[src/hw/rtl/exfat_directory_entry_parser_top_assert.svh]
// Assertion macros for the exFAT directory parser.
// Each macro expects aclk and aresetn in the scope where it is used.
`ifndef EXFAT_DIRECTORY_ENTRY_PARSER_TOP_ASSERT_SVH
`define EXFAT_DIRECTORY_ENTRY_PARSER_TOP_ASSERT_SVH

`ifndef SYNTHESIS

`define EDP_ASSERT_IMPL(label, ante, cons) \
    label: assert property (@(posedge aclk) disable iff (!aresetn) (ante) |-> (cons)) \
        else $error("exfat directory parser: implication check failed");

`define EDP_ASSERT_NEXT(label, ante, cons) \
    label: assert property (@(posedge aclk) disable iff (!aresetn) (ante) |=> (cons)) \
        else $error("exfat directory parser: next-cycle check failed");

`else

`define EDP_ASSERT_IMPL(label, ante, cons)

`define EDP_ASSERT_NEXT(label, ante, cons)

`endif

`endif

[src/hw/rtl/edp_pkg.sv]
package edp_pkg;

    localparam int NAME_CAPACITY_DEF = 63;

    localparam logic [7:0] MAX_ENTRIES_RST = 8'd32;

    // Entry type codes.
    localparam logic [7:0] TYPE_END    = 8'h00;
    localparam logic [7:0] TYPE_STREAM = 8'hC0;
    localparam logic [7:0] TYPE_NAME   = 8'hC1;
    localparam logic [6:0] TYPE_FILE   = 7'h05;

    // Byte offsets inside a 32-byte entry.
    localparam logic [4:0] OFF_FIRST    = 5'd0;
    localparam logic [4:0] OFF_ATTR     = 5'd4;
    localparam logic [4:0] OFF_CLUS_LO  = 5'd20;
    localparam logic [4:0] OFF_CLUS_HI  = 5'd23;
    localparam logic [4:0] OFF_LEN_LO   = 5'd24;
    localparam logic [4:0] OFF_NAME_LO  = 5'd2;
    localparam logic [4:0] OFF_LAST     = 5'd31;

    localparam int         ATTR_DIR_BIT = 4;
    localparam logic [15:0] ASCII_LIMIT = 16'd128;
    localparam logic [6:0]  CHAR_QMARK  = 7'h3F;

    typedef enum logic [7:0] {
        PH_IDLE       = 8'b0000_0001,
        PH_SKIP       = 8'b0000_0010,
        PH_PRIM       = 8'b0000_0100,
        PH_AFTER_PRIM = 8'b0000_1000,
        PH_STREAM     = 8'b0001_0000,
        PH_NAME       = 8'b0010_0000,
        PH_STOP       = 8'b0100_0000,
        PH_AFTER_SEC  = 8'b1000_0000
    } phase_t;

    typedef enum logic [3:0] {
        ST_RUN = 4'b0001,
        ST_SUM = 4'b0010,
        ST_RD  = 4'b0100,
        ST_CHR = 4'b1000
    } ctrl_state_t;

    typedef struct packed {
        logic accept;
        logic load_sum;
        logic rd;
        logic load_chr;
        logic finish;
    } edp_cmd_t;

    typedef struct packed {
        logic emit;
        logic no_names;
        logic last_chr;
        logic out_free;
    } edp_sts_t;

endpackage

[src/hw/rtl/edp_ctrl.sv]
module edp_ctrl (
    input  logic             aclk,
    input  logic             aresetn,
    input  logic             s_valid,
    output logic             s_ready,
    input  edp_pkg::edp_sts_t sts,
    output edp_pkg::edp_cmd_t cmd
);

    edp_pkg::ctrl_state_t st_reg;
    edp_pkg::ctrl_state_t st_next;

    assign s_ready = (st_reg == edp_pkg::ST_RUN);

    always_comb begin
        st_next = st_reg;
        cmd     = '0;
        unique case (st_reg)
            edp_pkg::ST_RUN: begin
                cmd.accept = s_valid;
                if (s_valid && sts.emit) begin
                    st_next = edp_pkg::ST_SUM;
                end
            end
            edp_pkg::ST_SUM: begin
                if (sts.out_free) begin
                    cmd.load_sum = 1'b1;
                    if (sts.no_names) begin
                        cmd.finish = 1'b1;
                        st_next    = edp_pkg::ST_RUN;
                    end else begin
                        st_next = edp_pkg::ST_RD;
                    end
                end
            end
            edp_pkg::ST_RD: begin
                cmd.rd  = 1'b1;
                st_next = edp_pkg::ST_CHR;
            end
            edp_pkg::ST_CHR: begin
                if (sts.out_free) begin
                    cmd.load_chr = 1'b1;
                    if (sts.last_chr) begin
                        cmd.finish = 1'b1;
                        st_next    = edp_pkg::ST_RUN;
                    end else begin
                        st_next = edp_pkg::ST_RD;
                    end
                end
            end
            default: begin
                st_next = edp_pkg::ST_RUN;
            end
        endcase
    end

    always_ff @(posedge aclk) begin
        if (!aresetn) begin
            st_reg <= edp_pkg::ST_RUN;
        end else begin
            st_reg <= st_next;
        end
    end

endmodule

[src/hw/rtl/edp_datapath.sv]
module edp_datapath #(
    parameter int NAME_CAPACITY = edp_pkg::NAME_CAPACITY_DEF
) (
    input  logic              aclk,
    input  logic              aresetn,
    input  logic              cfg_wr_en,
    input  logic [7:0]        cfg_wr_data,
    input  logic [7:0]        s_dir_byte,
    input  logic              s_cluster_end,
    input  edp_pkg::edp_cmd_t cmd,
    output edp_pkg::edp_sts_t sts,
    output logic              m_valid,
    input  logic              m_ready,
    output logic              m_record_kind,
    output logic [31:0]       m_start_cluster,
    output logic [63:0]       m_data_length,
    output logic              m_is_directory,
    output logic [6:0]        m_name_char,
    output logic [7:0]        m_entry_index,
    output logic              m_last
);

    localparam int CNT_W  = $clog2(NAME_CAPACITY + 1);
    localparam int ADDR_W = $clog2(NAME_CAPACITY);

    // Parser state.
    edp_pkg::phase_t phase_reg, phase_next;
    logic [4:0]      off_reg, off_next;
    logic [7:0]      type_reg, type_next;
    logic            dir_reg, dir_next;
    logic [31:0]     clus_reg, clus_next;
    logic [63:0]     len_reg, len_next;
    logic [CNT_W-1:0] cnt_reg, cnt_next;
    logic [7:0]      low_reg, low_next;
    logic [7:0]      rep_reg;
    logic [7:0]      max_reg;
    logic            pend_clr_reg;
    logic            pend_rst_reg;

    // Name storage and emission.
    logic [6:0]       name_mem [NAME_CAPACITY];
    logic [6:0]       rd_data_reg;
    logic [CNT_W-1:0] idx_reg;

    logic              wr_en;
    logic [ADDR_W-1:0] wr_addr;
    logic [6:0]        wr_data;
    logic [15:0]       utf_char;
    logic              after_any;
    logic              close_start;
    logic              close_end;
    logic              fresh;
    logic              prim_clear;
    logic              drop;
    logic              emit;
    logic              clr_now;

    // Output register.
    logic        out_valid_reg;
    logic        out_kind_reg;
    logic [31:0] out_clus_reg;
    logic [63:0] out_len_reg;
    logic        out_dir_reg;
    logic [6:0]  out_char_reg;
    logic [7:0]  out_index_reg;
    logic        out_last_reg;

    assign after_any = (phase_reg == edp_pkg::PH_AFTER_PRIM) ||
                       (phase_reg == edp_pkg::PH_AFTER_SEC);
    assign utf_char  = {s_dir_byte, low_reg};

    always_comb begin
        phase_next  = phase_reg;
        off_next    = off_reg + 5'd1;
        type_next   = type_reg;
        dir_next    = dir_reg;
        clus_next   = clus_reg;
        len_next    = len_reg;
        cnt_next    = cnt_reg;
        low_next    = low_reg;
        wr_en       = 1'b0;
        wr_addr     = cnt_reg[ADDR_W-1:0];
        wr_data     = edp_pkg::CHAR_QMARK;
        close_start = 1'b0;
        close_end   = 1'b0;
        fresh       = 1'b0;
        prim_clear  = 1'b0;

        if (off_reg == edp_pkg::OFF_FIRST) begin
            type_next = s_dir_byte;
            priority if (phase_reg == edp_pkg::PH_STOP) begin
                phase_next = edp_pkg::PH_STOP;
            end else if (phase_reg == edp_pkg::PH_AFTER_PRIM &&
                         s_dir_byte == edp_pkg::TYPE_STREAM) begin
                phase_next = edp_pkg::PH_STREAM;
            end else if (after_any && s_dir_byte == edp_pkg::TYPE_NAME) begin
                phase_next = edp_pkg::PH_NAME;
            end else begin
                close_start = after_any;
                fresh       = 1'b1;
            end
            if (fresh) begin
                priority if (s_dir_byte == edp_pkg::TYPE_END) begin
                    phase_next = edp_pkg::PH_STOP;
                end else if (s_dir_byte[6:0] == edp_pkg::TYPE_FILE) begin
                    phase_next = edp_pkg::PH_PRIM;
                    prim_clear = 1'b1;
                end else begin
                    phase_next = edp_pkg::PH_SKIP;
                end
            end
        end else begin
            if (phase_reg == edp_pkg::PH_PRIM) begin
                if (off_reg == edp_pkg::OFF_ATTR) begin
                    dir_next = s_dir_byte[edp_pkg::ATTR_DIR_BIT];
                end
            end else if (phase_reg == edp_pkg::PH_STREAM) begin
                if (off_reg >= edp_pkg::OFF_CLUS_LO && off_reg <= edp_pkg::OFF_CLUS_HI) begin
                    clus_next[{off_reg[1:0], 3'b000} +: 8] = s_dir_byte;
                end else if (off_reg >= edp_pkg::OFF_LEN_LO) begin
                    len_next[{off_reg[2:0], 3'b000} +: 8] = s_dir_byte;
                end
            end else if (phase_reg == edp_pkg::PH_NAME) begin
                if (off_reg >= edp_pkg::OFF_NAME_LO) begin
                    if (!off_reg[0]) begin
                        low_next = s_dir_byte;
                    end else if (utf_char != 16'd0 &&
                                 cnt_reg < CNT_W'(NAME_CAPACITY)) begin
                        wr_en    = 1'b1;
                        wr_data  = (utf_char < edp_pkg::ASCII_LIMIT) ? utf_char[6:0]
                                                                     : edp_pkg::CHAR_QMARK;
                        cnt_next = cnt_reg + 1'b1;
                    end
                end
            end
        end

        if (off_reg == edp_pkg::OFF_LAST) begin
            if (phase_reg == edp_pkg::PH_PRIM) begin
                phase_next = edp_pkg::PH_AFTER_PRIM;
            end else if (phase_reg == edp_pkg::PH_STREAM ||
                         phase_reg == edp_pkg::PH_NAME) begin
                phase_next = edp_pkg::PH_AFTER_SEC;
            end else if (phase_reg == edp_pkg::PH_SKIP) begin
                phase_next = edp_pkg::PH_IDLE;
            end
        end

        if (s_cluster_end) begin
            // A stream extension cut short by the cluster end is discarded.
            if (phase_next == edp_pkg::PH_STREAM) begin
                clus_next = '0;
                len_next  = '0;
            end
            close_end = (phase_next == edp_pkg::PH_AFTER_PRIM) ||
                        (phase_next == edp_pkg::PH_STREAM) ||
                        (phase_next == edp_pkg::PH_NAME) ||
                        (phase_next == edp_pkg::PH_AFTER_SEC);
            off_next   = '0;
            phase_next = edp_pkg::PH_IDLE;
            type_next  = '0;
        end
    end

    assign drop = (rep_reg >= max_reg);
    assign emit = (close_start || close_end) && !drop;
    // Clears applied at once; with an emission they wait until the closed set has been emitted.
    assign clr_now = (prim_clear || s_cluster_end) && !emit;

    always_ff @(posedge aclk) begin
        if (!aresetn) begin
            phase_reg    <= edp_pkg::PH_IDLE;
            off_reg      <= '0;
            type_reg     <= '0;
            dir_reg      <= 1'b0;
            clus_reg     <= '0;
            len_reg      <= '0;
            cnt_reg      <= '0;
            low_reg      <= '0;
            rep_reg      <= '0;
            pend_clr_reg <= 1'b0;
            pend_rst_reg <= 1'b0;
        end else if (cmd.accept) begin
            phase_reg    <= phase_next;
            off_reg      <= off_next;
            type_reg     <= type_next;
            pend_clr_reg <= emit && (prim_clear || s_cluster_end);
            pend_rst_reg <= emit && s_cluster_end;
            if (clr_now) begin
                dir_reg  <= 1'b0;
                clus_reg <= '0;
                len_reg  <= '0;
                cnt_reg  <= '0;
                low_reg  <= '0;
            end else begin
                dir_reg  <= dir_next;
                clus_reg <= clus_next;
                len_reg  <= len_next;
                cnt_reg  <= cnt_next;
                low_reg  <= low_next;
            end
            if (s_cluster_end && !emit) begin
                rep_reg <= '0;
            end
        end else if (cmd.finish) begin
            if (pend_clr_reg) begin
                dir_reg  <= 1'b0;
                clus_reg <= '0;
                len_reg  <= '0;
                cnt_reg  <= '0;
                low_reg  <= '0;
            end
            rep_reg      <= pend_rst_reg ? 8'd0 : rep_reg + 8'd1;
            pend_clr_reg <= 1'b0;
            pend_rst_reg <= 1'b0;
        end
    end

    always_ff @(posedge aclk) begin
        if (!aresetn) begin
            max_reg <= edp_pkg::MAX_ENTRIES_RST;
        end else if (cfg_wr_en) begin
            max_reg <= cfg_wr_data;
        end
    end

    always_ff @(posedge aclk) begin
        if (cmd.accept && wr_en) begin
            name_mem[wr_addr] <= wr_data;
        end
        if (cmd.rd) begin
            rd_data_reg <= name_mem[idx_reg[ADDR_W-1:0]];
        end
    end

    always_ff @(posedge aclk) begin
        if (!aresetn) begin
            idx_reg <= '0;
        end else if (cmd.load_sum) begin
            idx_reg <= '0;
        end else if (cmd.load_chr) begin
            idx_reg <= idx_reg + 1'b1;
        end
    end

    assign sts.emit     = emit;
    assign sts.no_names = (cnt_reg == '0);
    assign sts.last_chr = (CNT_W'(idx_reg + 1'b1) == cnt_reg);
    assign sts.out_free = !out_valid_reg || m_ready;

    always_ff @(posedge aclk) begin
        if (!aresetn) begin
            out_valid_reg <= 1'b0;
        end else if (cmd.load_sum || cmd.load_chr) begin
            out_valid_reg <= 1'b1;
        end else if (m_ready) begin
            out_valid_reg <= 1'b0;
        end
    end

    always_ff @(posedge aclk) begin
        if (cmd.load_sum) begin
            out_kind_reg  <= 1'b0;
            out_clus_reg  <= clus_reg;
            out_len_reg   <= len_reg;
            out_dir_reg   <= dir_reg;
            out_char_reg  <= '0;
            out_index_reg <= rep_reg;
            out_last_reg  <= (cnt_reg == '0);
        end else if (cmd.load_chr) begin
            out_kind_reg  <= 1'b1;
            out_clus_reg  <= '0;
            out_len_reg   <= '0;
            out_dir_reg   <= 1'b0;
            out_char_reg  <= rd_data_reg;
            out_index_reg <= rep_reg;
            out_last_reg  <= sts.last_chr;
        end
    end

    assign m_valid         = out_valid_reg;
    assign m_record_kind   = out_kind_reg;
    assign m_start_cluster = out_clus_reg;
    assign m_data_length   = out_len_reg;
    assign m_is_directory  = out_dir_reg;
    assign m_name_char     = out_char_reg;
    assign m_entry_index   = out_index_reg;
    assign m_last          = out_last_reg;

endmodule

[src/hw/rtl/exfat_directory_entry_parser_top.sv]
// Channel    Direction  Handshake          Word
// s_         in         s_valid/s_ready    one directory byte plus cluster-end flag
// m_         out        m_valid/m_ready    one summary or name-character record
// cfg_       in         cfg_wr_en only     max_entries, written with no wait
//
// A byte that closes no entry set is taken without a stall, back to back.
// A byte that closes a reported set stalls input until its records are loaded:
// the summary, then a read plus a load for each character of the stored name
// through the single name memory port; output back-pressure lengthens the stall.
// Reset is synchronous and active low; the name memory needs no clearing.

`include "exfat_directory_entry_parser_top_assert.svh"

module exfat_directory_entry_parser_top #(
    parameter int NAME_CAPACITY = edp_pkg::NAME_CAPACITY_DEF
) (
    input  logic        aclk,
    input  logic        aresetn,
    input  logic        cfg_wr_en,
    input  logic [7:0]  cfg_wr_data,
    input  logic        s_valid,
    output logic        s_ready,
    input  logic [7:0]  s_dir_byte,
    input  logic        s_cluster_end,
    output logic        m_valid,
    input  logic        m_ready,
    output logic        m_record_kind,
    output logic [31:0] m_start_cluster,
    output logic [63:0] m_data_length,
    output logic        m_is_directory,
    output logic [6:0]  m_name_char,
    output logic [7:0]  m_entry_index,
    output logic        m_last
);

    edp_pkg::edp_cmd_t cmd;
    edp_pkg::edp_sts_t sts;

    edp_ctrl u_ctrl (
        .aclk    (aclk),
        .aresetn (aresetn),
        .s_valid (s_valid),
        .s_ready (s_ready),
        .sts     (sts),
        .cmd     (cmd)
    );

    edp_datapath #(
        .NAME_CAPACITY (NAME_CAPACITY)
    ) u_datapath (
        .aclk            (aclk),
        .aresetn         (aresetn),
        .cfg_wr_en       (cfg_wr_en),
        .cfg_wr_data     (cfg_wr_data),
        .s_dir_byte      (s_dir_byte),
        .s_cluster_end   (s_cluster_end),
        .cmd             (cmd),
        .sts             (sts),
        .m_valid         (m_valid),
        .m_ready         (m_ready),
        .m_record_kind   (m_record_kind),
        .m_start_cluster (m_start_cluster),
        .m_data_length   (m_data_length),
        .m_is_directory  (m_is_directory),
        .m_name_char     (m_name_char),
        .m_entry_index   (m_entry_index),
        .m_last          (m_last)
    );

    // A name record never carries summary fields.
    `EDP_ASSERT_IMPL(a_name_rec_clean, m_valid && m_record_kind, (m_start_cluster == 32'd0) && (m_data_length == 64'd0) && !m_is_directory)

    // While a set still has records to send, no new byte is taken.
    `EDP_ASSERT_IMPL(a_more_blocks_input, m_valid && m_ready && !m_last, !s_ready)

    // The block only stops taking bytes after it has taken one.
    `EDP_ASSERT_NEXT(a_idle_stays_ready, s_ready && !s_valid, s_ready)

endmodule

[config.mk]
export PLATFORM = sky130hd
export DESIGN_NAME = exfat_directory_entry_parser_top
export DESIGN_NICKNAME = d
export VERILOG_FILES = /design/src/hw/rtl/edp_pkg.sv /design/src/hw/rtl/edp_ctrl.sv /design/src/hw/rtl/edp_datapath.sv /design/src/hw/rtl/exfat_directory_entry_parser_top.sv
export VERILOG_INCLUDE_DIRS = /design/src /design/src/hw/rtl
export SDC_FILE = /design/constraint.sdc
export NUM_CORES = 1
export LEC_CHECK = 0
export ABC_AREA = 0
export BUFFER_PORTS_ARGS = -buffer_cell sky130_fd_sc_hd__buf_4
export CAP_MARGIN = 40
export CORE_ASPECT_RATIO = 1.1
export CORE_MARGIN = 10
export CORE_UTILIZATION = 45
export CTS_BUF_LIST = sky130_fd_sc_hd__clkbuf_4
export DETAILED_ROUTE_END_ITERATION = 7
export PLACE_DENSITY = 0.65
export SYNTH_ARGS = -nofsm -noshare
export SYNTH_HDL_FRONTEND = slang
export SYNTH_SLANG_ARGS = --single-unit
[constraint.sdc]
create_clock -name aclk -period 9 [get_ports aclk]
set_input_delay 0.45 -clock aclk [delete_from_list [all_inputs] [get_ports aclk]]
set_output_delay 0.45 -clock aclk [all_outputs]
set_load 0.02 [all_outputs]
Word-level counts from Yosys, hierarchy flattened
Memories as Yosys holds them, arrays and structs flattened. A register that Yosys moved wholly into a read port is not among the register bits.
Index checks and enable logic that the tools add are counted.
{"block": "op_classes", "reduce_logical": 38, "bitwise_logic": 1, "mux": 129, "add_sub_neg": 6, "shifts": 4, "eq_ne": 35, "n_lt_le_gt_ge": 7}
{"cell": "64-bit 2-to-1 mux", "n": 13}
{"cell": "32-bit 2-to-1 mux", "n": 12}
{"cell": "8-bit 2-to-1 mux", "n": 27}
{"cell": "6-bit 2-to-1 mux", "n": 11}
{"cell": "64-bit bitwise mux", "n": 1}
{"cell": "8-bit by 8-bit variable shift with 64-bit output, first input constant", "n": 1}
{"cell": "8-bit by 8-bit indexed part select with 64-bit output", "n": 1}
{"cell": "7-bit 2-to-1 mux", "n": 8}
{"cell": "1-bit 2-to-1 mux", "n": 46}
{"cell": "32-bit bitwise mux", "n": 1}
{"cell": "8-bit == test, second input constant", "n": 4}
{"cell": "8-bit by 7-bit variable shift with 32-bit output, first input constant", "n": 1}
{"cell": "8-bit by 7-bit indexed part select with 32-bit output", "n": 1}
{"cell": "3-bit inequality test, second input constant", "n": 10}
{"cell": "8-bit by 4-bit == test with 1-bit output, second input constant", "n": 2}
{"cell": "8-bit by 5-bit == test with 1-bit output, second input constant", "n": 2}
{"cell": "8-bit by 6-bit == test with 1-bit output, second input constant", "n": 2}
{"cell": "16-bit by 8-bit < comparator with 1-bit output, second input constant", "n": 1}
{"cell": "4-bit case mux with 4 select lines", "n": 1}
{"cell": "16-bit nonzero test", "n": 1}
{"cell": "6-bit by 1-bit adder with 6-bit output, second input constant", "n": 2}
{"cell": "4-bit 2-to-1 mux", "n": 3}
{"cell": "1-bit logical AND", "n": 11}
{"cell": "5-bit >= comparator, second input constant", "n": 2}
{"cell": "other kinds (38)", "n": 56}
{"block": "totals", "wordCells": 242, "reg_bits": 267, "out_inout_bits": 116, "input_bits": 22, "n_memories": 1, "ram_bits": 441}
{"name": "u_datapath.name_mem", "words": 63, "word_bits": 7, "rd": 1, "rd_clocked_by_memory_dff": 1, "write_ports": 1, "line_no": "edp_datapath.sv:41", "text": "logic [6:0] name_mem [NAME_CAPACITY];"}

Logic depth before layout (Yosys ltp)
Gate-level depths: netlist of run 1.
{"block": "logic_depth", "word_depth": 24, "mapped_depth": 14, "mapped_depth_nobuf": 10}

By module
Synthesis of run 1 repeated with hierarchy kept, for this count alone.
{"block": "unflattened", "cells_unflattened": 1717, "area_unflattened_um2": 28404.7}
{"module": "edp_datapath", "cells_per_inst": 1681, "seq_area_each_um2": 19779.0, "n_inst": 1, "area_each_um2": 28073.2}
{"module": "edp_ctrl", "cells_per_inst": 36, "seq_area_each_um2": 80.1, "n_inst": 1, "area_each_um2": 331.6}

Least setup slack after synthesis of run 1
Ideal clock, no wire load.
{"block": "synth_timing", "path_kind": "register to register", "from": "register u_ctrl.st_reg[1]", "to": "register u_datapath.out_len_reg[0] (netlist: u_datapath.m_data_length[0]), enable pin", "t_required_ns": 8.283, "n_path_buf": 2, "setup_ns": 0.717, "path_slack_ns": -0.191, "synth_period_minus_slack_ns": 9.191, "arrival_time_ns": 8.474, "stages_incl_launch_ff": 5, "path_cell_list": "dfxtp_1 clkbuf_1 nand3b_1 clkbuf_1 o21ai_0"}
{"block": "synth_between", "elab_chain_cells": 3, "elab_cells_between_ends": 5, "cone_classes": "eq/ne: 2; mux: 2; reduce/logical: 1"}
{"item": "start: declaration", "line_no": "edp_ctrl.sv:10", "text": "edp_pkg::ctrl_state_t st_reg;"}
{"item": "start signal: assignment", "line_no": "edp_ctrl.sv:59", "text": "st_reg <= edp_pkg::ST_RUN;"}
{"item": "start signal: assignment", "line_no": "edp_ctrl.sv:61", "text": "st_reg <= st_next;"}
{"item": "4-bit == test or 4-bit by 2-bit == test with 1-bit output (tied branches)", "line_no": "edp_ctrl.sv:18", "text": "unique case (st_reg)"}
{"item": "1-bit 2-to-1 mux", "line_no": "edp_ctrl.sv:18"}
{"item": "2-bit nonzero test (no line) *"}
{"item": "end signal: assignment", "line_no": "edp_datapath.sv:265", "text": "out_len_reg <= len_reg;"}
{"item": "end: declaration", "line_no": "edp_datapath.sv:62", "text": "logic [63:0] out_len_reg;"}
Mark *: on every way between the ends. The rest lies on a longest branch, timed or not.
A chain may end at the register's enable or synchronous reset.

Final worst setup path of run 1
{"block": "layout_timing", "from": "register u_datapath.off_reg[0]", "to": "memory u_datapath.name_mem[51][5], enable pin"}
{"block": "layout_between", "elab_chain_cells": 9, "elab_cells_between_ends": 11, "cone_classes": "order compare: 1; mux: 8; reduce/logical: 2"}
{"item": "start: declaration", "line_no": "edp_datapath.sv:28", "text": "logic [4:0] off_reg, off_next;"}
{"item": "start signal: assignment", "line_no": "edp_datapath.sv:185", "text": "off_reg <= off_next;"}
{"item": "5-bit by 2-bit >= comparator with 1-bit output or 1-bit 2-to-1 mux (tied branches)", "line_no": "edp_datapath.sv:124, edp_datapath.sv:125"}
{"item": "1-bit 2-to-1 mux", "line_no": "edp_datapath.sv:124", "text": "if (off_reg >= edp_pkg::OFF_NAME_LO) begin"}
{"item": "1-bit 2-to-1 mux", "line_no": "edp_datapath.sv:123", "text": "end else if (phase_reg == edp_pkg::PH_NAME) begin"}
{"item": "1-bit 2-to-1 mux", "line_no": "edp_datapath.sv:117", "text": "end else if (phase_reg == edp_pkg::PH_STREAM) begin"}
{"item": "1-bit 2-to-1 mux", "line_no": "edp_datapath.sv:113", "text": "if (phase_reg == edp_pkg::PH_PRIM) begin"}
{"item": "1-bit 2-to-1 mux *", "line_no": "edp_datapath.sv:89", "text": "if (off_reg == edp_pkg::OFF_FIRST) begin"}
{"item": "1-bit logical AND *", "line_no": "edp_datapath.sv:228", "text": "if (cmd.accept && wr_en) begin"}
{"item": "1-bit 2-to-1 mux *", "line_no": "edp_datapath.sv:228"}
{"item": "1-bit 2-to-1 mux (implied by the code) *", "line_no": "edp_datapath.sv:229", "text": "name_mem[wr_addr] <= wr_data;"}
{"item": "end: declaration", "line_no": "edp_datapath.sv:41"}
Marks and branches as above.

==> results.yml, run 1 <==
status:
  status: "completed"
floorplanning:
  fp.dieH_microns: 284
  dieArea_sq_um: 73900
  coreArea_sq_um: 62600
  start_util: 0.456
  die_w_microns: 260
  io_pins: 138
  rows: 96
detailed_routing:
  wire_per_inst_microns: 21.6
  num_vias: 17700
  drt_wl_total_microns: 68700
  drt_iter0_drc: 1434
  via_per_inst: 5.57
  drtAntennaViolNets: 0
  drtPass1Iterations: 7
  drc_errors: 0
worst_setup_path:
  r2r_slack_ps: 4380
  required_ps: 9610
  end_kind: "register"
  critical_path.startpoint: "u_datapath.off_reg[0]"
  crit_type: "register to register"
  arrival_ps: 5240
  worstRegToRegCells: 8
  startpoint_type: "register"
  reg2reg_from: "u_datapath.off_reg[0]"
  rr_endpoint: "u_datapath.name_mem[51][5]"
  critPathCapture: "u_datapath.name_mem[51][5]"
  cp_max_fo: 18
timing:
  skew_ps: 80.3
  fin_crit_sh: 0.514
  slew_headroom: 0.360
  fin_setup_tns_ps: 0
  slew_viol_final: 0
  whs_ps: 159
  fmax_mhz: 216
  rsz0062_at_grt: "no"
  min_period_ps: 4620
  worstMarginPinSlew_ps: 960
  hold_viol: 0
  finalSetupViolCount: 0
  layout_setup_ws_ps: 4380
yosys:
  synth_top_area_share: 0.583
  yosysWarnings: 0
  synth_edf_count: 554
  syn_avg_cell_area_sq_um: 14.7
  dominantRegCellSynth: "edfxtp_1"
  synth_seq_area_share: 0.696
  yosys.area.top_type: "edfxtp_1"
  synth_cell_types: 68
  synthTopCellsByArea: "edfxtp_1 (58%), dfxtp_1 (11%), mux4_2 (5.5%)"
  synthCells: 1942
  netlist_area_sq_um: 28500
  syn-num-nets: 1984
  ys_seq_elements: 715
  async_reset_ff_frac: 0
power:
  peakVddDrop_mv: 0.0928
  leakagePower_nw: 11.6
  power.density_nw_per_um2: 191
finish:
  final_cells: 3178
  largest_register_ffs: 441
  fill_cells: 5219
  drive_gt1_frac: 0.234
  area_growth_syn_to_layout_pct: 16.2
  fin_nets: 2244
global_routing:
  antenna_found_initial: 2
  grt_usage: 0.183
  grt_max_degree: 77
  overflow: 0
  grt_pass1_wl_microns: 105000
  grt_pass1_vias: 18200
clocking:
  cts.path.max_buffers: 3
  clk_latency_ps: 1030
  cts_tree: "built"
  htree_levels: 4
  clockRootBuffer: "clkbuf_4"
  cts_inserted_buffers: 177
  clkSinkCount: 715
  clk_pin_slew_worst_paths_ps: 70
worst_hold_path:
  min_path_type: "input pin to register"
run:
  drv_cap: 0
place:
  portBuffers: 137
  gp_congestion: 0.864
  hpwl_microns: 44400
  pre_cts_slack_ps: 4460
  dp.cells: 2827
==> worst max-delay path, cell delays in order, from the launching register on <==
cell and delay (ps):
dfxtp_1 700, inv_1 190, ha_1 340, o21a_1 200
or4b_1 570, or3_1 450, nor3_1 630, nand3_1 470
nor2_1 660
==> power breakdown <==
part	leakage (nW)	internal (W)	switching (W)
registers	7.24	0.00351	0.00000450
logic	3.01	0.0000374	0.0000699
clock network	1.34	0.00141	0.00130
total	11.6	0.00495	0.00137
==> placed cells by master, fill, tap and decap left out, drive strengths merged, types with 38 or more instances in the layout <==
master / Yosys / layout
a32o: 48 / 48
mux4: 70 / 70
inv: 81 / 85
clkinv: 1 / 49
mux2i: 111 / 111
nand2: 79 / 79
nor3: 102 / 102
edfxtp: 554 / 554
dfxtp: 161 / 161
and2: 63 / 63
buf: 34 / 171
clkbuf: 85 / 258
a21oi: 71 / 71
o221ai: 38 / 38
o22ai: 53 / 53
nor2: 114 / 114
==> metal layers <==
layer  share of wire  track usage  up-vias
met5               0            0        -
li1                -            -     8185
met4           0.026       0.0717        0
met1            0.40        0.217     8735
met2            0.51        0.311      652
met3           0.069       0.0491      134
==> synth_stat cells (6+ instances only) <==
master      n
o22ai_1    53
or3_1       7
mux2i_1   111
buf_1      22
buf_2       9
o221ai_1   38
a211oi_1   13
xor2_1      7
nand3_1    34
nand3b_1   11
edfxtp_1  554
nor3_1    102
a32o_1     48
clkbuf_1   85
mux4_2     70
nand2_1    79
ha_1       20
xnor2_1    15
nand4_1    13
and3_1      8
inv_1      81
nand2b_1   13
nor4_1     10
nor2_1    114
o32ai_1    15
dfxtp_1   161
and2_1     59
a21oi_1    71
a31oi_2     6
o21ai_0    31
==> through the flow <==
stage	power [W]	area, sq um	util
global route	0.00658	33200	0.530
finish	0.00633	33200	0.530
global placement	0.00367	30300	0.485
CTS	0.00639	33200	0.530
detailed placement	0.00368	30600	0.489
floorplan	0.00364	28500	-
==> how the worst min path moves through the flow <==
stage | from | endpoint | slack (ps) | cells past startpoint
final | m_ready | u_ctrl.st_reg[1] | 160 | 5
after global routing | m_ready | u_ctrl.st_reg[1] | 120 | 5
after CTS | m_ready | u_ctrl.st_reg[1] | 50 | 5
after detailed placement | u_datapath.len_reg[13] | u_datapath.len_reg[13] | 450 | 1
after global placement | u_datapath.len_reg[12] | u_datapath.len_reg[12] | 440 | 1
after floorplan | u_datapath.len_reg[10] | u_datapath.len_reg[10] | 430 | 1
==> cell type report <==
| class | instances | area (sq um) | share of cell area |
|---|---|---|---|
| timing repair buffer | 200 | 1710 | 0.0515 |
| inverter | 82 | 308 | 0.00928 |
| multi-input combinational | 1026 | 7950 | 0.240 |
| sequential | 715 | 19900 | 0.599 |
| tap | 833 | 1040 | 0.0314 |
| antenna | 6 | 15.0 | 0.000453 |
| clock buffer | 258 | 1940 | 0.0584 |
| clock inverter | 58 | 349 | 0.0105 |
==> what timing repair did <==
action	in CTS	in global routing
hold endpoints to repair	124	0
hold buffers	29	0
buffers inserted	0	0
gates resized for setup	0	0
==> cell families (layout without fill, tap and decap cells) <==
group / count (synthesis) / after routing / share of synthesized area
muxes: 181 / 181 / 0.0941
other: 0 / 6 / 0
and+or+nand+nor: 485 / 485 / 0.0861
AOI/OAI and AO/OA: 318 / 318 / 0.0812
adders and majority gates: 20 / 20 / 0.00877
DFF: 715 / 715 / 0.696
buffers and inverters: 201 / 598 / 0.0275
xor gates and xnor gates: 22 / 22 / 0.00675
Note: power is estimated with default switching activity, not from simulation.
==> run 2: changes to the inputs <==
==> constraint.sdc (replaced) <==
create_clock -name aclk -period 3.85 [get_ports aclk]
set_input_delay 0.1925 -clock aclk [delete_from_list [all_inputs] [get_ports aclk]]
set_output_delay 0.1925 -clock aclk [all_outputs]
set_load 0.02 [all_outputs]
==> results.yml, run 2 (synthesized netlist as in run 1, its figures left out) <==
detailed_routing:
  wire_per_inst_microns: 21.7
  drt_wl_total_microns: 70800
  drc_errors: 0
  drtAntennaViolNets: 0
  via_per_inst: 5.61
  drtPass1Iterations: 6
  drt_iter0_drc: 1400
  num_vias: 18300
timing:
  min_period_ps: 3640
  slew_headroom: 0.330
  rsz0062_at_grt: "no"
  fin_crit_sh: 0.945
  worstMarginPinSlew_ps: 1000
  fmax_mhz: 275
  hold_viol: 0
  slew_viol_final: 0
  skew_ps: 64.8
  finalSetupViolCount: 0
  layout_setup_ws_ps: 213
worst_setup_path:
  crit_type: "register to register"
  required_ps: 4790
  path_cells: "inv_1, ha_2, or4b_1, nand4b_1, o31ai_2, o21bai_1, a221oi_1, buf_4, o21ai_1, buf_4, a21boi_0, nand3b_1, dlygate4sd3_1"
  crit_top_cell: "buf_4"
  end_kind: "register"
  critPathSlowestCell: "dlygate4sd3_1"
  critPathBufInv: 4
  arrival_ps: 4580
  startpoint_type: "register"
  critPathTopFamily: "compound AO/OA/AOI/OAI gates"
  max_stage_delay_ps: 540
  cp_max_fo: 8
clocking:
  cts.path.max_buffers: 3
  clk_pin_slew_worst_paths_ps: 70
  clkSinkCount: 715
  clk_latency_ps: 1010
  htree_levels: 4
  cts_tree: "built"
  cts_inserted_buffers: 175
  clockRootBuffer: "clkbuf_4"
power:
  combinationalPowerShare: 0.019
  switching_share: 0.217
  seq_power_share: 0.557
  leakagePower_nw: 12.0
  peakVddDrop_mv: 0.260
  p_switching_w: 0.00320
  power.density_nw_per_um2: 435
  power_w: 0.0147
  p_clk_frac: 0.424
  p_int_w: 0.0115
global_routing:
  overflow: 0
  antenna_found_initial: 1
  grt_pass1_vias: 18500
  grt_max_degree: 114
  grt_pass1_wl_microns: 108000
  grt_usage: 0.189
floorplanning:
  coreArea_sq_um: 62600
  fp.dieH_microns: 284
  start_util: 0.456
  io_pins: 138
  rows: 96
  die_w_microns: 260
  dieArea_sq_um: 73900
finish:
  area_growth_syn_to_layout_pct: 18.5
  final_cell_mix: "edfxtp_1 (554), clkbuf_4 (263), buf_4 (230), dfxtp_1 (158), mux2i_1 (111)"
  drive_gt1_frac: 0.258
  multi_input_area_sq_um: 7980
  seq_area_sq_um: 19900
  largest_register_ffs: 441
  fin_area_sq_um: 33800
  final_util: 0.540
  final_common_cell: "edfxtp_1"
  fin_nets: 2327
  fill_cells: 5157
status:
  status: "completed"
place:
  gp_congestion: 0.876
  pre_cts_slack_ps: -123
  portBuffers: 137
  place_area_sq_um: 31000
  hpwl_microns: 44400
run:
  drv_cap: 0
worst_hold_path:
  min_path_type: "input pin to register"
-- run 2: changes by cell type in the layout (fill, tap and decap cells not counted), moves of 3 or more --
cell / delta
nor2_1: -3
buf_4: +71
buf_12: -3
clkbuf_4: +5
dlygate4sd3_1: +18
nor2_2: +3
diode_2: -5
-- run 2: through the flow --
stage / hold WS [ps] / instances / TNS (ps)
final: 105 / 3265 / 0
after global routing: 82.4 / 3265 / 0
after CTS: 3.05 / 3262 / 0
after detailed placement: 428 / 2892 / -2960
after global placement: 414 / 2890 / -65890
after floorplan: 254 / 1942 / -10850
-- run 2: final timing paths --
| path | from | end | slack [ps] | cells after the start |
|---|---|---|---|---|
| worst max-delay path | u_datapath.off_reg[0] | u_ctrl.st_reg[0] | 210 | 13 |
| worst min register to register | u_datapath.len_reg[25] | u_datapath.len_reg[25] | 460 | 1 |
| worst max register to register | u_datapath.off_reg[0] | u_ctrl.st_reg[0] | 210 | 13 |
| worst min-delay path | aresetn | u_ctrl.st_reg[3] | 100 | 4 |
-- run 2: worst register-to-register path: stages, from the launching register on --
cell and delay [ps]:
dfxtp_1 350, inv_1 120, ha_2 270, or4b_1 470, nand4b_1 260, o31ai_2 310, o21bai_1 100, a221oi_1 340
buf_4 180, o21ai_1 70, buf_4 180, a21boi_0 280, nand3b_1 150, dlygate4sd3_1 540
-- run 2: final cells by class --
class,count,area share
sequential,715,0.587
inverter,82,0.00910
tap,833,0.0308
multi-input combinational,1026,0.236
timing repair buffer,285,0.0690
clock buffer,263,0.0584
clock inverter,60,0.00921
antenna,1,0.0000740
-- run 2: power groups by stage --
stage          clock, W  combinational (W)  sequential (W)
2_1_floorplan         0           0.000143         0.00838
3_3_place_gp          0           0.000226         0.00838
3_5_place_dp          0           0.000230         0.00838
4_1_cts         0.00643           0.000272         0.00821
5_1_grt         0.00684           0.000299         0.00820
6_report        0.00624           0.000277         0.00821
-- run 2: routing by layer --
metal	GRT usage	routed length [microns]
met5	0	0
met4	0.0743	1730
met3	0.0462	5460
met2	0.312	34900
met1	0.235	28700
-- run 2: repair_timing --
item                                    4_1_cts  5_1_grt
pin swaps                                     0        2
endpoints found under the setup margin       48      132
buffers inserted                              0        2
hold buffers                                 47        0
resized for setup                             4        5
endpoints found under the hold margin       198        0
==> run 3: changes to the inputs <==
--- a/config.mk
+++ b/config.mk
@@ -6,7 +6,7 @@
 export SDC_FILE = /design/constraint.sdc
 export NUM_CORES = 1
 export LEC_CHECK = 0
-export ABC_AREA = 0
+export ABC_AREA = 1
 export BUFFER_PORTS_ARGS = -buffer_cell sky130_fd_sc_hd__buf_4
 export CAP_MARGIN = 40
 export CORE_ASPECT_RATIO = 1.1
@@ -17,4 +17,5 @@
 export PLACE_DENSITY = 0.65
 export SYNTH_ARGS = -nofsm -noshare
 export SYNTH_HDL_FRONTEND = slang
+export SYNTH_HIERARCHICAL = 1
 export SYNTH_SLANG_ARGS = --single-unit
==> results.yml, run 3 <==
yosys:
  yosysWarnings: 6
  syn_avg_cell_area_sq_um: 10.1
  synth_cell_types: 56
  synth_most_common_cell: "edfxtp_1"
  synth_top_area_share: 0.543
  synthTopCellsByArea: "edfxtp_1 (54%), dfxtp_1 (11%), nor2_1 (6.2%)"
  synth_commonest_cells: "edfxtp_1 (554), nor2_1 (506), nand2_1 (454)"
  yosys.area.top_type: "edfxtp_1"
  async_reset_ff_frac: 0
  synth_edf_count: 554
  synth_seq_area_share: 0.648
  synthCells: 3021
  netlist_area_sq_um: 30600
  ys_seq_elements: 715
  dominantRegCellSynth: "edfxtp_1"
  syn-num-nets: 3063
worst_setup_path:
  arrival_ps: 4410
  cp_max_fo: 10
  end_kind: "register"
  startpoint_type: "register"
  crit_type: "register to register"
  required_ps: 4730
global_routing:
  grt_max_degree: 181
  grt_pass1_wl_microns: 131000
  antenna_found_initial: 3
  grt_pass1_vias: 23600
  overflow: 0
  grt_usage: 0.212
detailed_routing:
  drtPass1Iterations: 6
  wire_per_inst_microns: 19.5
  via_per_inst: 5.52
  num_vias: 23900
  drt_wl_total_microns: 84500
  drt_iter0_drc: 2317
  drc_errors: 0
  drtAntennaViolNets: 0
power:
  power.density_nw_per_um2: 459
  peakVddDrop_mv: 0.308
  power_w: 0.0164
  leakagePower_nw: 14.4
floorplanning:
  die_w_microns: 269
  dieArea_sq_um: 78900
  rows: 100
  io_pins: 138
  start_util: 0.453
  fp.dieH_microns: 294
  coreArea_sq_um: 67600
finish:
  final_cell_mix: "edfxtp_1 (554), nor2_1 (504), nand2_1 (453), o21ai_0 (319), clkbuf_4 (273)"
  final_cells: 4324
  final_util: 0.530
  area_growth_syn_to_layout_pct: 16.9
  final_common_cell: "edfxtp_1"
  largest_register_ffs: 441
  fin_area_sq_um: 35800
  drive_gt1_frac: 0.173
  fin_nets: 3352
place:
  place_area_sq_um: 32900
  dp.cells: 3948
  hpwl_microns: 53400
  portBuffers: 137
  gp_congestion: 0.915
timing:
  rsz0062_at_grt: "no"
  slew_viol_final: 0
  skew_ps: 66.3
  slew_headroom: 0.374
  worstMarginPinSlew_ps: 940
  hold_viol: 0
  fmax_mhz: 283
  min_period_ps: 3530
  fin_crit_sh: 0.917
  fin_setup_tns_ps: 0
  finalSetupViolCount: 0
clocking:
  clk_latency_ps: 1030
  clk_pin_slew_worst_paths_ps: 70
  clockRootBuffer: "clkbuf_4"
  cts.path.max_buffers: 3
  clkSinkCount: 715
  cts_tree: "built"
  htree_levels: 4
  cts_inserted_buffers: 178
worst_hold_path:
  min_path_type: "input pin to register"
status:
  status: "completed"
run:
  drv_cap: 0
==> run 3: cell types whose count changed in the layout (fill, tap and decap cells not counted), sizes merged, moves of 48 or more <==
cell / change
nand3: +84
o22ai: +52
nand2: +392
inv: +129
o21ai: +287
and2: -63
a32o: -48
nor3: -64
mux2i: -84
a21oi: +132
mux4: -70
nor2: +403
==> run 3: logic make-up after synthesis <==
group,Yosys count,synth area share
mux,27,0.00882
xor+xnor,16,0.00458
buf+inv,390,0.0502
simple gates,1167,0.157
flops,715,0.648
fa+ha+maj,20,0.00817
compound gates,686,0.122
==> run 3: final cells by class <==
class | count | area, sq um
diodes | 6 | 15.0
clock buffers | 273 | 2050
clock inverters | 48 | 310
fillers | 5966 | 31800
inverters | 219 | 827
multi-input cells | 1916 | 9270
flip-flops and latches | 715 | 19900
well taps | 867 | 1080
repair buffers | 280 | 2360
==> run 3: worst paths after layout <==
kind	startpoint	to	slack [ps]	cells after the start
hold / removal	m_ready	u_datapath/m_valid	100	5
setup / recovery	u_datapath/off_reg[0]	u_ctrl/st_reg[0]	320	19
setup reg to reg	u_datapath/off_reg[0]	u_ctrl/st_reg[0]	320	19
hold reg to reg	u_datapath/len_reg[58]	u_datapath/len_reg[58]	480	2
==> run 3: routing by layer <==
layer	vias up	routed length (microns)	track usage
li1	11200	-	-
met1	11500	33900	0.262
met2	1056	42000	0.355
met3	146	6300	0.0492
met4	2	2310	0.0796
met5	-	10	0
==> run 3: where the power goes <==
part	switching [W]	internal (W)
combinational	0.00107	0.000424
clock	0.00305	0.00345
sequential	0.0000888	0.00834
==> run 3: what timing repair did <==
action,CTS,global route
buffers inserted,0,2
gates resized for setup,0,2
endpoints found under the hold margin,140,0
hold buffers,47,0
endpoints found under the setup margin,0,30
==> run 3: worst max-delay path, stage by stage (launching register included) <==
cell           delay, ps
dfxtp_1              500
clkinv_1             150
ha_1                 240
nand4_1              280
inv_1                160
o21ai_0              360
inv_1                140
nand2_1              110
nor2_2                50
a21oi_1              210
nand2_2              120
nand2_2              110
inv_1                 90
nand2_1               80
nand2_2               70
inv_1                 60
nor2_1                40
nand2_1               50
nand3_1               60
dlygate4sd3_1        550
==> run 3: metrics by stage <==
step | worst slack [ps] | hold WS (ps)
floorplan | 310 | 277
global placement | 353 | 407
detailed placement | 268 | 414
CTS | 143 | 40.4
global route | 43.9 | 51.7
finish | 319 | 96.2
